<file path="src/design/cags_pkg.sv">
// shared types and constants for the cave automaton generation step
package cags_pkg;

    localparam int ROW_W        = 64;
    localparam int TH_W         = 4;
    localparam int COLS_DEF     = 64;
    localparam int QUEUE_DEPTH  = 2;

    localparam logic [TH_W-1:0] BIRTH_RESET   = 4'd5;
    localparam logic [TH_W-1:0] SURVIVE_RESET = 4'd4;

    // register indexes on the configuration port
    localparam logic REG_BIRTH   = 1'b0;
    localparam logic REG_SURVIVE = 1'b1;

    // thresholds handed to the cell update
    typedef struct packed {
        logic [TH_W-1:0] birth;
        logic [TH_W-1:0] survive;
    } t_cfg;

    // one row job: three rows plus how to emit it
    typedef struct packed {
        logic [ROW_W-1:0] above;
        logic [ROW_W-1:0] mid;
        logic [ROW_W-1:0] below;
        logic             pair;      // emit a second row shifted down by one
        logic             last_out;  // first emitted row closes the generation
    } t_job;

endpackage

</file>
<file path="src/design/cave_automaton_generation_step.sv">
// top level: cave automaton generation step, front, job queue, back and config registers
//
//  channel   direction  handshake          payload
//  s_*       in         s_tvalid/s_tready  s_tdata row_cells, s_tlast last_row
//  m_*       out        m_tvalid/m_tready  m_tdata next_row_cells, m_tlast last_out
//  apb       in         psel/penable       paddr, pwdata (birth at 0x0, survive at 0x4)
//
//  one item per cycle in and one result row per cycle out when nothing stalls
//  a final row after other rows makes two result rows, which the back end emits one after the other
//  the item that completes a result passes through the queue, then the output register
//  reset is synchronous, active low: row window empty, thresholds birth 5 and survive 4
//  a stall on m_tready fills the queue, then s_tready drops; no clearing pass after reset
module cave_automaton_generation_step #(
    parameter int COLS        = cags_pkg::COLS_DEF,
    parameter int QUEUE_DEPTH = cags_pkg::QUEUE_DEPTH
) (
    input  logic                       i_clk,
    input  logic                       i_rst_n,
    input  logic                       s_tvalid,
    output logic                       s_tready,
    input  logic [cags_pkg::ROW_W-1:0] s_tdata,   // [63:0] row_cells
    input  logic                       s_tlast,   // last_row
    output logic                       m_tvalid,
    input  logic                       m_tready,
    output logic [cags_pkg::ROW_W-1:0] m_tdata,   // [63:0] next_row_cells
    output logic                       m_tlast,   // last_out
    input  logic                       psel,
    input  logic                       penable,
    input  logic                       pwrite,
    input  logic [2:0]                 paddr,
    input  logic [31:0]                pwdata,
    output logic [31:0]                prdata,
    output logic                       pready
);

    cags_pkg::t_cfg r_cfg;
    cags_pkg::t_job front_job, head_job;
    logic           push, full, head_valid, pop;
    logic           reg_sel;

    assign pready  = 1'b1;
    assign reg_sel = paddr[2];

    always_ff @(posedge i_clk) begin
        if (!i_rst_n) begin
            r_cfg.birth   <= cags_pkg::BIRTH_RESET;
            r_cfg.survive <= cags_pkg::SURVIVE_RESET;
        end else if (psel && penable && pwrite && pready) begin
            case (reg_sel)
                cags_pkg::REG_BIRTH:   r_cfg.birth   <= pwdata[cags_pkg::TH_W-1:0];
                cags_pkg::REG_SURVIVE: r_cfg.survive <= pwdata[cags_pkg::TH_W-1:0];
                default: ;
            endcase
        end
    end

    always_comb begin
        case (reg_sel)
            cags_pkg::REG_BIRTH:   prdata = {{(32-cags_pkg::TH_W){1'b0}}, r_cfg.birth};
            cags_pkg::REG_SURVIVE: prdata = {{(32-cags_pkg::TH_W){1'b0}}, r_cfg.survive};
            default:               prdata = '0;
        endcase
    end

    cags_front #(.COLS(COLS)) u_front (
        .i_clk   (i_clk),
        .i_rst_n (i_rst_n),
        .i_valid (s_tvalid),
        .o_ready (s_tready),
        .i_row   (s_tdata),
        .i_last  (s_tlast),
        .i_full  (full),
        .o_push  (push),
        .o_job   (front_job)
    );

    cags_queue #(.DEPTH(QUEUE_DEPTH)) u_queue (
        .i_clk   (i_clk),
        .i_rst_n (i_rst_n),
        .i_push  (push),
        .i_job   (front_job),
        .o_full  (full),
        .i_pop   (pop),
        .o_valid (head_valid),
        .o_job   (head_job)
    );

    cags_back #(.COLS(COLS)) u_back (
        .i_clk       (i_clk),
        .i_rst_n     (i_rst_n),
        .i_cfg       (r_cfg),
        .i_job_valid (head_valid),
        .i_job       (head_job),
        .o_pop       (pop),
        .o_valid     (m_tvalid),
        .i_ready     (m_tready),
        .o_row       (m_tdata),
        .o_last      (m_tlast)
    );

endmodule

</file>
<file path="src/design/cags_front.sv">
// front end: row window and job build per accepted item
module cags_front #(
    parameter int COLS = cags_pkg::COLS_DEF
) (
    input  logic                       i_clk,
    input  logic                       i_rst_n,
    input  logic                       i_valid,
    output logic                       o_ready,
    input  logic [cags_pkg::ROW_W-1:0] i_row,
    input  logic                       i_last,
    input  logic                       i_full,
    output logic                       o_push,
    output cags_pkg::t_job             o_job
);

    localparam logic [cags_pkg::ROW_W-1:0] ColMask =
        {cags_pkg::ROW_W{1'b1}} >> (cags_pkg::ROW_W - COLS);
    localparam logic [cags_pkg::ROW_W-1:0] Ones = {cags_pkg::ROW_W{1'b1}};

    localparam logic [1:0] SEEN_NONE = 2'd0;
    localparam logic [1:0] SEEN_ONE  = 2'd1;
    localparam logic [1:0] SEEN_TWO  = 2'd2;

    logic [cags_pkg::ROW_W-1:0] r_prev, n_prev;
    logic [cags_pkg::ROW_W-1:0] r_prev2, n_prev2;
    logic [1:0]                 r_seen, n_seen;
    logic [cags_pkg::ROW_W-1:0] row;
    logic                       accept;

    assign o_ready = !i_full;
    assign accept  = i_valid && o_ready;
    assign row     = i_row & ColMask;

    always_comb begin
        n_prev  = r_prev;
        n_prev2 = r_prev2;
        n_seen  = r_seen;
        o_push  = 1'b0;
        o_job   = '0;
        if (r_seen == SEEN_NONE) begin
            // single row grid: outside rows above and below
            o_job.above    = Ones;
            o_job.mid      = row;
            o_job.below    = Ones;
            o_job.pair     = 1'b0;
            o_job.last_out = 1'b1;
        end else begin
            o_job.above    = (r_seen == SEEN_ONE) ? Ones : r_prev2;
            o_job.mid      = r_prev;
            o_job.below    = row;
            o_job.pair     = i_last;
            o_job.last_out = 1'b0;
        end
        if (accept) begin
            o_push = (r_seen != SEEN_NONE) || i_last;
            if (i_last) begin
                n_prev  = '0;
                n_prev2 = '0;
                n_seen  = SEEN_NONE;
            end else begin
                n_prev  = row;
                n_prev2 = r_prev;
                n_seen  = (r_seen == SEEN_NONE) ? SEEN_ONE : SEEN_TWO;
            end
        end
    end

    always_ff @(posedge i_clk) begin
        if (!i_rst_n) begin
            r_prev  <= '0;
            r_prev2 <= '0;
            r_seen  <= SEEN_NONE;
        end else begin
            r_prev  <= n_prev;
            r_prev2 <= n_prev2;
            r_seen  <= n_seen;
        end
    end

endmodule

</file>
<file path="src/design/cags_queue.sv">
// short job queue between front and back
module cags_queue #(
    parameter int DEPTH = cags_pkg::QUEUE_DEPTH
) (
    input  logic           i_clk,
    input  logic           i_rst_n,
    input  logic           i_push,
    input  cags_pkg::t_job i_job,
    output logic           o_full,
    input  logic           i_pop,
    output logic           o_valid,
    output cags_pkg::t_job o_job
);

    localparam int IW = (DEPTH > 1) ? $clog2(DEPTH) : 1;
    localparam int CW = $clog2(DEPTH + 1);
    localparam logic [IW-1:0] LastIdx = IW'(DEPTH - 1);
    localparam logic [CW-1:0] FullCnt = CW'(DEPTH);

    cags_pkg::t_job r_mem [DEPTH];
    logic [IW-1:0]  r_wr, n_wr;
    logic [IW-1:0]  r_rd, n_rd;
    logic [CW-1:0]  r_cnt, n_cnt;
    logic           do_push, do_pop;

    assign o_full  = (r_cnt == FullCnt);
    assign o_valid = (r_cnt != '0);
    assign o_job   = r_mem[r_rd];
    assign do_push = i_push && !o_full;
    assign do_pop  = i_pop && o_valid;

    always_comb begin
        n_wr  = r_wr;
        n_rd  = r_rd;
        n_cnt = r_cnt;
        if (do_push) begin
            n_wr = (r_wr == LastIdx) ? '0 : r_wr + 1'b1;
        end
        if (do_pop) begin
            n_rd = (r_rd == LastIdx) ? '0 : r_rd + 1'b1;
        end
        if (do_push && !do_pop) begin
            n_cnt = r_cnt + 1'b1;
        end else if (do_pop && !do_push) begin
            n_cnt = r_cnt - 1'b1;
        end
    end

    always_ff @(posedge i_clk) begin
        if (do_push) begin
            r_mem[r_wr] <= i_job;
        end
    end

    always_ff @(posedge i_clk) begin
        if (!i_rst_n) begin
            r_wr  <= '0;
            r_rd  <= '0;
            r_cnt <= '0;
        end else begin
            r_wr  <= n_wr;
            r_rd  <= n_rd;
            r_cnt <= n_cnt;
        end
    end

endmodule

</file>
<file path="src/design/cags_back.sv">
// back end: per-cell neighbour count and threshold, registered output row
module cags_back #(
    parameter int COLS = cags_pkg::COLS_DEF
) (
    input  logic                       i_clk,
    input  logic                       i_rst_n,
    input  cags_pkg::t_cfg             i_cfg,
    input  logic                       i_job_valid,
    input  cags_pkg::t_job             i_job,
    output logic                       o_pop,
    output logic                       o_valid,
    input  logic                       i_ready,
    output logic [cags_pkg::ROW_W-1:0] o_row,
    output logic                       o_last
);

    localparam logic [cags_pkg::ROW_W-1:0] Ones = {cags_pkg::ROW_W{1'b1}};

    logic                       r_phase;
    logic                       r_valid;
    logic [cags_pkg::ROW_W-1:0] r_row;
    logic                       r_last;
    logic [cags_pkg::ROW_W-1:0] above, mid, below;
    logic [COLS+1:0]            ext_a, ext_m, ext_b;
    logic [cags_pkg::ROW_W-1:0] n_row;
    logic                       n_last;
    logic                       load;
    logic [cags_pkg::TH_W-1:0]  cnt  [COLS];
    logic [cags_pkg::TH_W-1:0]  thr  [COLS];

    // second row of a pair: window slides down with an outside row below
    assign above  = r_phase ? i_job.mid : i_job.above;
    assign mid    = r_phase ? i_job.below : i_job.mid;
    assign below  = r_phase ? Ones : i_job.below;
    assign n_last = r_phase ? 1'b1 : i_job.last_out;

    // columns off either edge count as alive
    assign ext_a = {1'b1, above[COLS-1:0], 1'b1};
    assign ext_m = {1'b1, mid[COLS-1:0], 1'b1};
    assign ext_b = {1'b1, below[COLS-1:0], 1'b1};

    always_comb begin
        n_row = '0;
        for (int c = 0; c < COLS; c++) begin
            cnt[c] = cags_pkg::TH_W'(ext_a[c]) + cags_pkg::TH_W'(ext_a[c+1])
                   + cags_pkg::TH_W'(ext_a[c+2]) + cags_pkg::TH_W'(ext_m[c])
                   + cags_pkg::TH_W'(ext_m[c+2]) + cags_pkg::TH_W'(ext_b[c])
                   + cags_pkg::TH_W'(ext_b[c+1]) + cags_pkg::TH_W'(ext_b[c+2]);
            thr[c] = ext_m[c+1] ? i_cfg.survive : i_cfg.birth;
            n_row[c] = (cnt[c] >= thr[c]);
        end
    end

    assign load  = i_job_valid && (!r_valid || i_ready);
    assign o_pop = load && (!i_job.pair || r_phase);

    always_ff @(posedge i_clk) begin
        if (!i_rst_n) begin
            r_phase <= 1'b0;
            r_valid <= 1'b0;
        end else begin
            if (load) begin
                r_phase <= i_job.pair && !r_phase;
                r_valid <= 1'b1;
            end else if (i_ready) begin
                r_valid <= 1'b0;
            end
        end
    end

    always_ff @(posedge i_clk) begin
        if (load) begin
            r_row  <= n_row;
            r_last <= n_last;
        end
    end

    assign o_valid = r_valid;
    assign o_row   = r_row;
    assign o_last  = r_last;

endmodule

</file>
<file path="config.mk">
export PLATFORM = sky130hd
export DESIGN_NAME = cave_automaton_generation_step
export DESIGN_NICKNAME = d
export VERILOG_FILES = /design/src/design/cags_pkg.sv /design/src/design/cave_automaton_generation_step.sv /design/src/design/cags_front.sv /design/src/design/cags_queue.sv /design/src/design/cags_back.sv
export SDC_FILE = /design/constraint.sdc
export NUM_CORES = 2
export LEC_CHECK = 0
export BUFFER_PORTS_ARGS = -buffer_cell sky130_fd_sc_hd__buf_2
export CORE_MARGIN = 10
export CORE_UTILIZATION = 55
export DETAILED_ROUTE_END_ITERATION = 10
export PLACE_DENSITY = 0.82
export SYNTH_ARGS = -nofsm -noshare
export SYNTH_HDL_FRONTEND = slang
export SYNTH_SLANG_ARGS = --single-unit
</file>
<file path="constraint.sdc">
create_clock -name i_clk -period 27.6 [get_ports i_clk]
set_clock_uncertainty 0.05 [all_clocks]
set_input_delay 0 -clock i_clk [delete_from_list [all_inputs] [get_ports i_clk]]
set_output_delay 0 -clock i_clk [all_outputs]
set_load 0.02 [all_outputs]
</file>
# == Word-level counts from Yosys, hierarchy flattened ==
# Memories as Yosys holds them, arrays and structs flattened. A register that Yosys moved wholly into a read port is not among the register bits.
# Cells that the tools add are included.
# classes
n_mux,85
magnitude_cmp,64
bitwise,1
add_sub_neg,452
n_reduce_logical,26
eq_ne,2
# ops
cell,count
4-bit by 1-bit adder with 4-bit output,379
64-bit 2-to-1 mux,6
4-bit >= comparator,64
4-bit 2-to-1 mux,64
194-bit 2-to-1 mux,1
1-bit by 1-bit adder with 2-bit output,63
32-bit one-hot mux with 2 select lines,1
"4-bit by 1-bit adder with 4-bit output, second input constant",5
1-bit logical AND,10
1-bit 2-to-1 mux,9
2-bit 2-to-1 mux,4
2-bit nonzero test,4
1-bit zero test,6
2-bit AND reduction,2
1-bit logical OR,3
"1-bit adder, second input constant",2
"1-bit by 1-bit adder with 2-bit output, first input constant",1
"2-bit by 1-bit adder with 2-bit output, second input constant",1
"2-bit by 1-bit equality test with 1-bit output, second input constant",1
"2-bit equality test, second input constant",1
2-bit zero test,1
"2-bit by 1-bit subtractor with 2-bit output, second input constant",1
1-bit NOT,1
# totals
input_bits,107
ramBits,388
out_inout_bits,100
reg_bits,209
n_memories,1
wordCells,643
# mem_list
name,words,word_bits,read_ports,rd_ports_with_merged_regs,wr,line,text
u_queue.r_mem,2,194,1,1,1,cags_queue.sv:20,cags_pkg::t_job r_mem [DEPTH];

# == Longest topological paths before layout ==
# logic_depth
ltp_word,9
ltp_mapped,19
mapped_depth_nobuf,16

# == Modules after synthesis ==
# A second synthesis with hierarchy kept.
# hier_totals
cells_unflattened,3879
area_unflattened_um2,45707.6
# modules_own_cells
mod,seq_area_each_um2,area_per_inst_um2,cells_each,instances
cags_back,1991.9,23511.3,2385,1
cags_queue,11751.3,14905.5,629,1
cags_front,2602.5,6693.9,797,1
cave_automaton_generation_step,160.2,596.8,68,1

# == Worst setup path before layout ==
# No wires, ideal clock.
# synth_path
path_type,reg-to-reg
from,reg u_queue.r_cnt[0]
to,mem u_queue.r_mem[0][0] in the netlist's numbering (enable)
arrival_ns,14.266
path_stages_with_launch,5
t_required_ns,26.564
n_path_buf,1
setup_ns,0.986
path_slack_ns,12.299
period_less_slack_ns,15.301
path_cell_list,dfxtp_1 > nand2b_1 > nand2_1 > clkbuf_1 > nor3_1
# synth_between
elab_chain_len,7
# synth_rtl
item,line,text
from (decl),cags_queue.sv:23,"logic [CW-1:0] r_cnt, n_cnt;"
from (signal assigned),cags_queue.sv:63,r_cnt <= n_cnt;
2-bit equality test *,cags_queue.sv:26,assign o_full = (r_cnt == FullCnt);
1-bit zero test *,cags_front.sv:30,assign o_ready = !i_full;
via s_tready,cave_automaton_generation_step.sv:20,"output logic s_tready,"
1-bit logical AND,cags_front.sv:31,assign accept = i_valid && o_ready;
1-bit 2-to-1 mux,cags_front.sv:54,if (accept) begin
1-bit logical AND *,cags_queue.sv:29,assign do_push = i_push && !o_full;
1-bit 2-to-1 mux *,cags_queue.sv:50,if (do_push) begin
1-bit 2-to-1 mux (implied by the code) *,cags_queue.sv:51,r_mem[r_wr] <= i_job;
to (decl),cags_queue.sv:20,
# Mark *: on every way through the listed nets, which the timed path passes. The rest lies on a longest branch.

# == Final worst setup path ==
# layout_path
from,reg u_back.r_phase
to,"reg u_back.r_row, in the netlist u_back.o_row[50] (data pin)"
# layout_between
elab_chain_len,9
elab_cells_between_ends,12
cone_classes,add/sub (7); order compare (1); mux (4)
# layout_rtl
item,line,text
from (decl),cags_back.sv:19,logic r_phase;
from (signal assigned),cags_back.sv:63,r_phase <= i_job.pair && !r_phase;
64-bit 2-to-1 mux,cags_back.sv:32,assign above = r_phase ? i_job.mid : i_job.above;
1-bit by 1-bit adder with 2-bit output,cags_back.sv:45,cnt[c] = cags_pkg::TH_W'(ext_a[c]) + cags_pkg::TH_W'(ext_a[c+1])
4-bit by 1-bit adder with 4-bit output (2 in series),cags_back.sv:46,+ cags_pkg::TH_W'(ext_a[c+2]) + cags_pkg::TH_W'(ext_m[c])
4-bit by 1-bit adder with 4-bit output (2 in series),cags_back.sv:47,+ cags_pkg::TH_W'(ext_m[c+2]) + cags_pkg::TH_W'(ext_b[c])
4-bit by 1-bit adder with 4-bit output (2 in series),cags_back.sv:48,+ cags_pkg::TH_W'(ext_b[c+1]) + cags_pkg::TH_W'(ext_b[c+2]);
4-bit >= comparator *,cags_back.sv:50,n_row[c] = (cnt[c] >= thr[c]);
"via u_back.n_row, one bit",cags_back.sv:25,logic [cags_pkg::ROW_W-1:0] n_row;
to (signal assigned),cags_back.sv:73,r_row <= n_row;
to (decl),cags_back.sv:21,logic [cags_pkg::ROW_W-1:0] r_row;
# Marked as above.
# A chain may end at the register's enable or synchronous reset.

==> flow_summary.toml <==
[sta]
hold_viol = 0
finalSetupViolations = 0
slew_viol_final = 0
rsz0062_at_grt = "false"
fmax_ghz = 0.162
setup_tns_ps = 0
slew_headroom = 0.223
fin_crit_sh = 0.224
min_period_ps = 6190
tightest_slew_ps = 1160

[logic_synthesis]
synth_top_family_by_area = "adder cells"
synth_cells = 3692
synth_compound_area_frac = 0.0690
synth_edf_count = 453
async_flop_share = 0
synth-adder-area-share = 0.245
ys_types = 49
syn_avg_cell_area_um2 = 11.8
muxShareOfSynthArea = 0.142
yosys_warnings = 0
synth-simple-area-share = 0.0886
synth-seq-area-share = 0.379
synth_area_mm2 = 0.0436
ys_seq_elements = 598
synth_top_flop_cell = "edfxtp_1"
synth_xor_area_frac = 0.0137

[placed_design]
place_hpwl_mm = 63.5
port_buffers = 147
routabilityCongestion = 0.818

[clock_tree]
cts_hold_buf = 89
clock_latency_ps = 640
clock_sinks = 598
post-cts-setup-buffers = 0
cts_tree = "yes"
cts_buffers = 59
clock_path_buffers = 3
cts-resized-gates = 0
clock-root-buffer = "clkbuf_16"
cts.clk_slew.worst_paths_ps = 70
cts-htree-levels = 2

[worst_setup_path]
arrival_ps = 6500
cp_slowest_cell = "buf_4"
path_max_fanout = 78
r2r_start = "u_back.r_phase"
cp-start-kind = "flip-flop"
cp-end-kind = "flip-flop"
cp_top_family = "adder cells"
path_common_cell = "fa_1"
startpoint = "u_back.r_phase"
path_buf_inv = 4
required_ps = 27910
path_class = "flip-flop to flip-flop"
max_stage_delay_ps = 830
crit_chain = "buf_4 > buf_4 > mux4_2 > ha_1 > fa_1 > fa_1 > fa_1 > inv_1 > fa_1 > inv_1 > ha_1 > a21boi_0 > o21ai_0 > a21oi_1"

[job]
drv_cap = 0

[detailed_routing]
drt_wl_total_mm = 97.4
wl_per_cell_um = 19.7
drc = 0
postRouteAntennaNets = 0
vias_per_cell = 5.68
vias = 28000
drt_iter0_drc = 1984
drtPass1Iterations = 5

[global_route]
grt.total_usage = 0.214
grt_pass1_vias = 29600
grt_start_max_net_pins = 126
overflow = 0
grt_pass1_wl_mm = 156
antenna_found_initial = 14

[finish]
drive_gt1_frac = 0.155
syn_to_final_growth_pct = 9.74
final_nets = 4638

[status]
status = "finished, final reports clean"

[die]
core_area_mm2 = 0.0787
fp-row-count = 103
io_pins = 207
die_h_um = 301
start_util = 0.553
die_x_um = 301
die_area_mm2 = 0.0909

[worst_hold_path]
hold_path_startpoint = "i_rst_n"
hold_class = "input pin to flip-flop"
layer usage:
layer  vias up  share of wire  track usage
li1      13100              -            -
met1     14000           0.41        0.266
met2       768           0.50        0.374
met3       193          0.060       0.0362
met4        12          0.028       0.0714
met5         -        0.00063            0
state kept, by name (all words and copies together), names as in the netlist, named ones only:
name / cells
u_queue.r_mem: 388
u_back.o_row: 64
u_front.r_prev2: 64
u_front.r_prev: 64
r_cfg: 8
u_front.r_seen: 2
u_queue.r_cnt: 2
u_back.o_last: 1
u_back.o_valid: 1
u_back.r_phase: 1
u_queue.r_rd: 1
u_queue.r_wr: 1
per-stage QoR:
stage / instances / area (µm²) / utilization / hold WS (ps) / worst slack (ps)
2_1_floorplan: 3719 / 43700 / - / 11.9 / 12300
3_3_place_gp: 4729 / 44800 / 0.569 / 170 / 21620
3_5_place_dp: 4729 / 44800 / 0.569 / 175 / 21490
4_1_cts: 4929 / 47800 / 0.607 / 55.8 / 21440
5_1_grt: 4933 / 47800 / 0.607 / 92.5 / 21120
6_report: 4936 / 47800 / 0.607 / 103 / 21410
cells in the mapped netlist (85+ instances only):
cell / number / share of area
edfxtp_1: 453 / 0.31
ha_1: 449 / 0.13
inv_1: 414 / 0.036
a21oi_1: 254 / 0.029
fa_1: 253 / 0.12
mux2i_1: 252 / 0.058
nand2_1: 180 / 0.016
dfxtp_1: 145 / 0.067
nor2_1: 142 / 0.012
nand3b_1: 128 / 0.022
clkbuf_1: 121 / 0.010
nor2b_1: 110 / 0.016
mux2_2: 94 / 0.024
nand2b_1: 85 / 0.012
tightest hold or removal path, stage by stage:
cell	delay, ps
dlygate4sd3_1	540
buf_2	160
nand2_1	60
worst paths after layout:
| check | end | slack (ps) | cells after the start |
|---|---|---|---|
| worst min-delay path | r_cfg[2] | 100 | 3 |
| worst max-delay path | u_back.o_row[50] | 21410 | 14 |
| worst min register to register | u_front.r_prev2[51] | 390 | 2 |
| worst max register to register | u_back.o_row[50] | 21410 | 14 |
cells by family (layout without fill, tap and decap cells):
| logic type | after synthesis | in the layout |
|---|---|---|
| and+or+nand+nor | 720 | 720 |
| adders and majority gates | 702 | 702 |
| buffers and inverters | 632 | 792 |
| DFF | 598 | 598 |
| muxes | 487 | 487 |
| AOI/OAI and AO/OA | 483 | 483 |
| xor gates and xnor gates | 68 | 68 |
| other | 2 | 36 |
cells in the final DEF, fill, tap and decap left out, types with 8 or more instances in the layout:
cell type and n:
or2_2 64, dfxtp_1 134, dlygate4sd3_1 89, clkbuf_1 8, o21ai_4 14, o21ai_0 66, ha_1 449, dfxtp_2 9
nand3b_1 128, mux2_2 94, buf_2 146, conb_1 29, nor2_1 141, mux2_4 37, edfxtp_1 453, buf_4 30
fa_1 253, inv_1 414, nand2b_1 85, mux4_2 77, a21boi_0 64, a21oi_1 254, o21ai_2 8, nor2b_1 110
xnor2_1 63, a211o_1 39, mux2_1 26, mux2i_1 252, nand2_1 179, o21ai_1 21, clkbuf_16 60, clkinv_2 11
final cells by class:
class                      count  area (µm²)
fill                        5866       30900
multi-input combinational   2489       24500
sequential                   598       16500
timing repair buffer         266        1870
clock buffer                  75        1630
inverter                     415        1560
tap                         1050        1310
clock inverter                36         433
antenna                        7        17.5
Power is left out: the tool's default activity adds up to more than one toggle a clock period on the data nets, which glitch-free logic cannot reach.
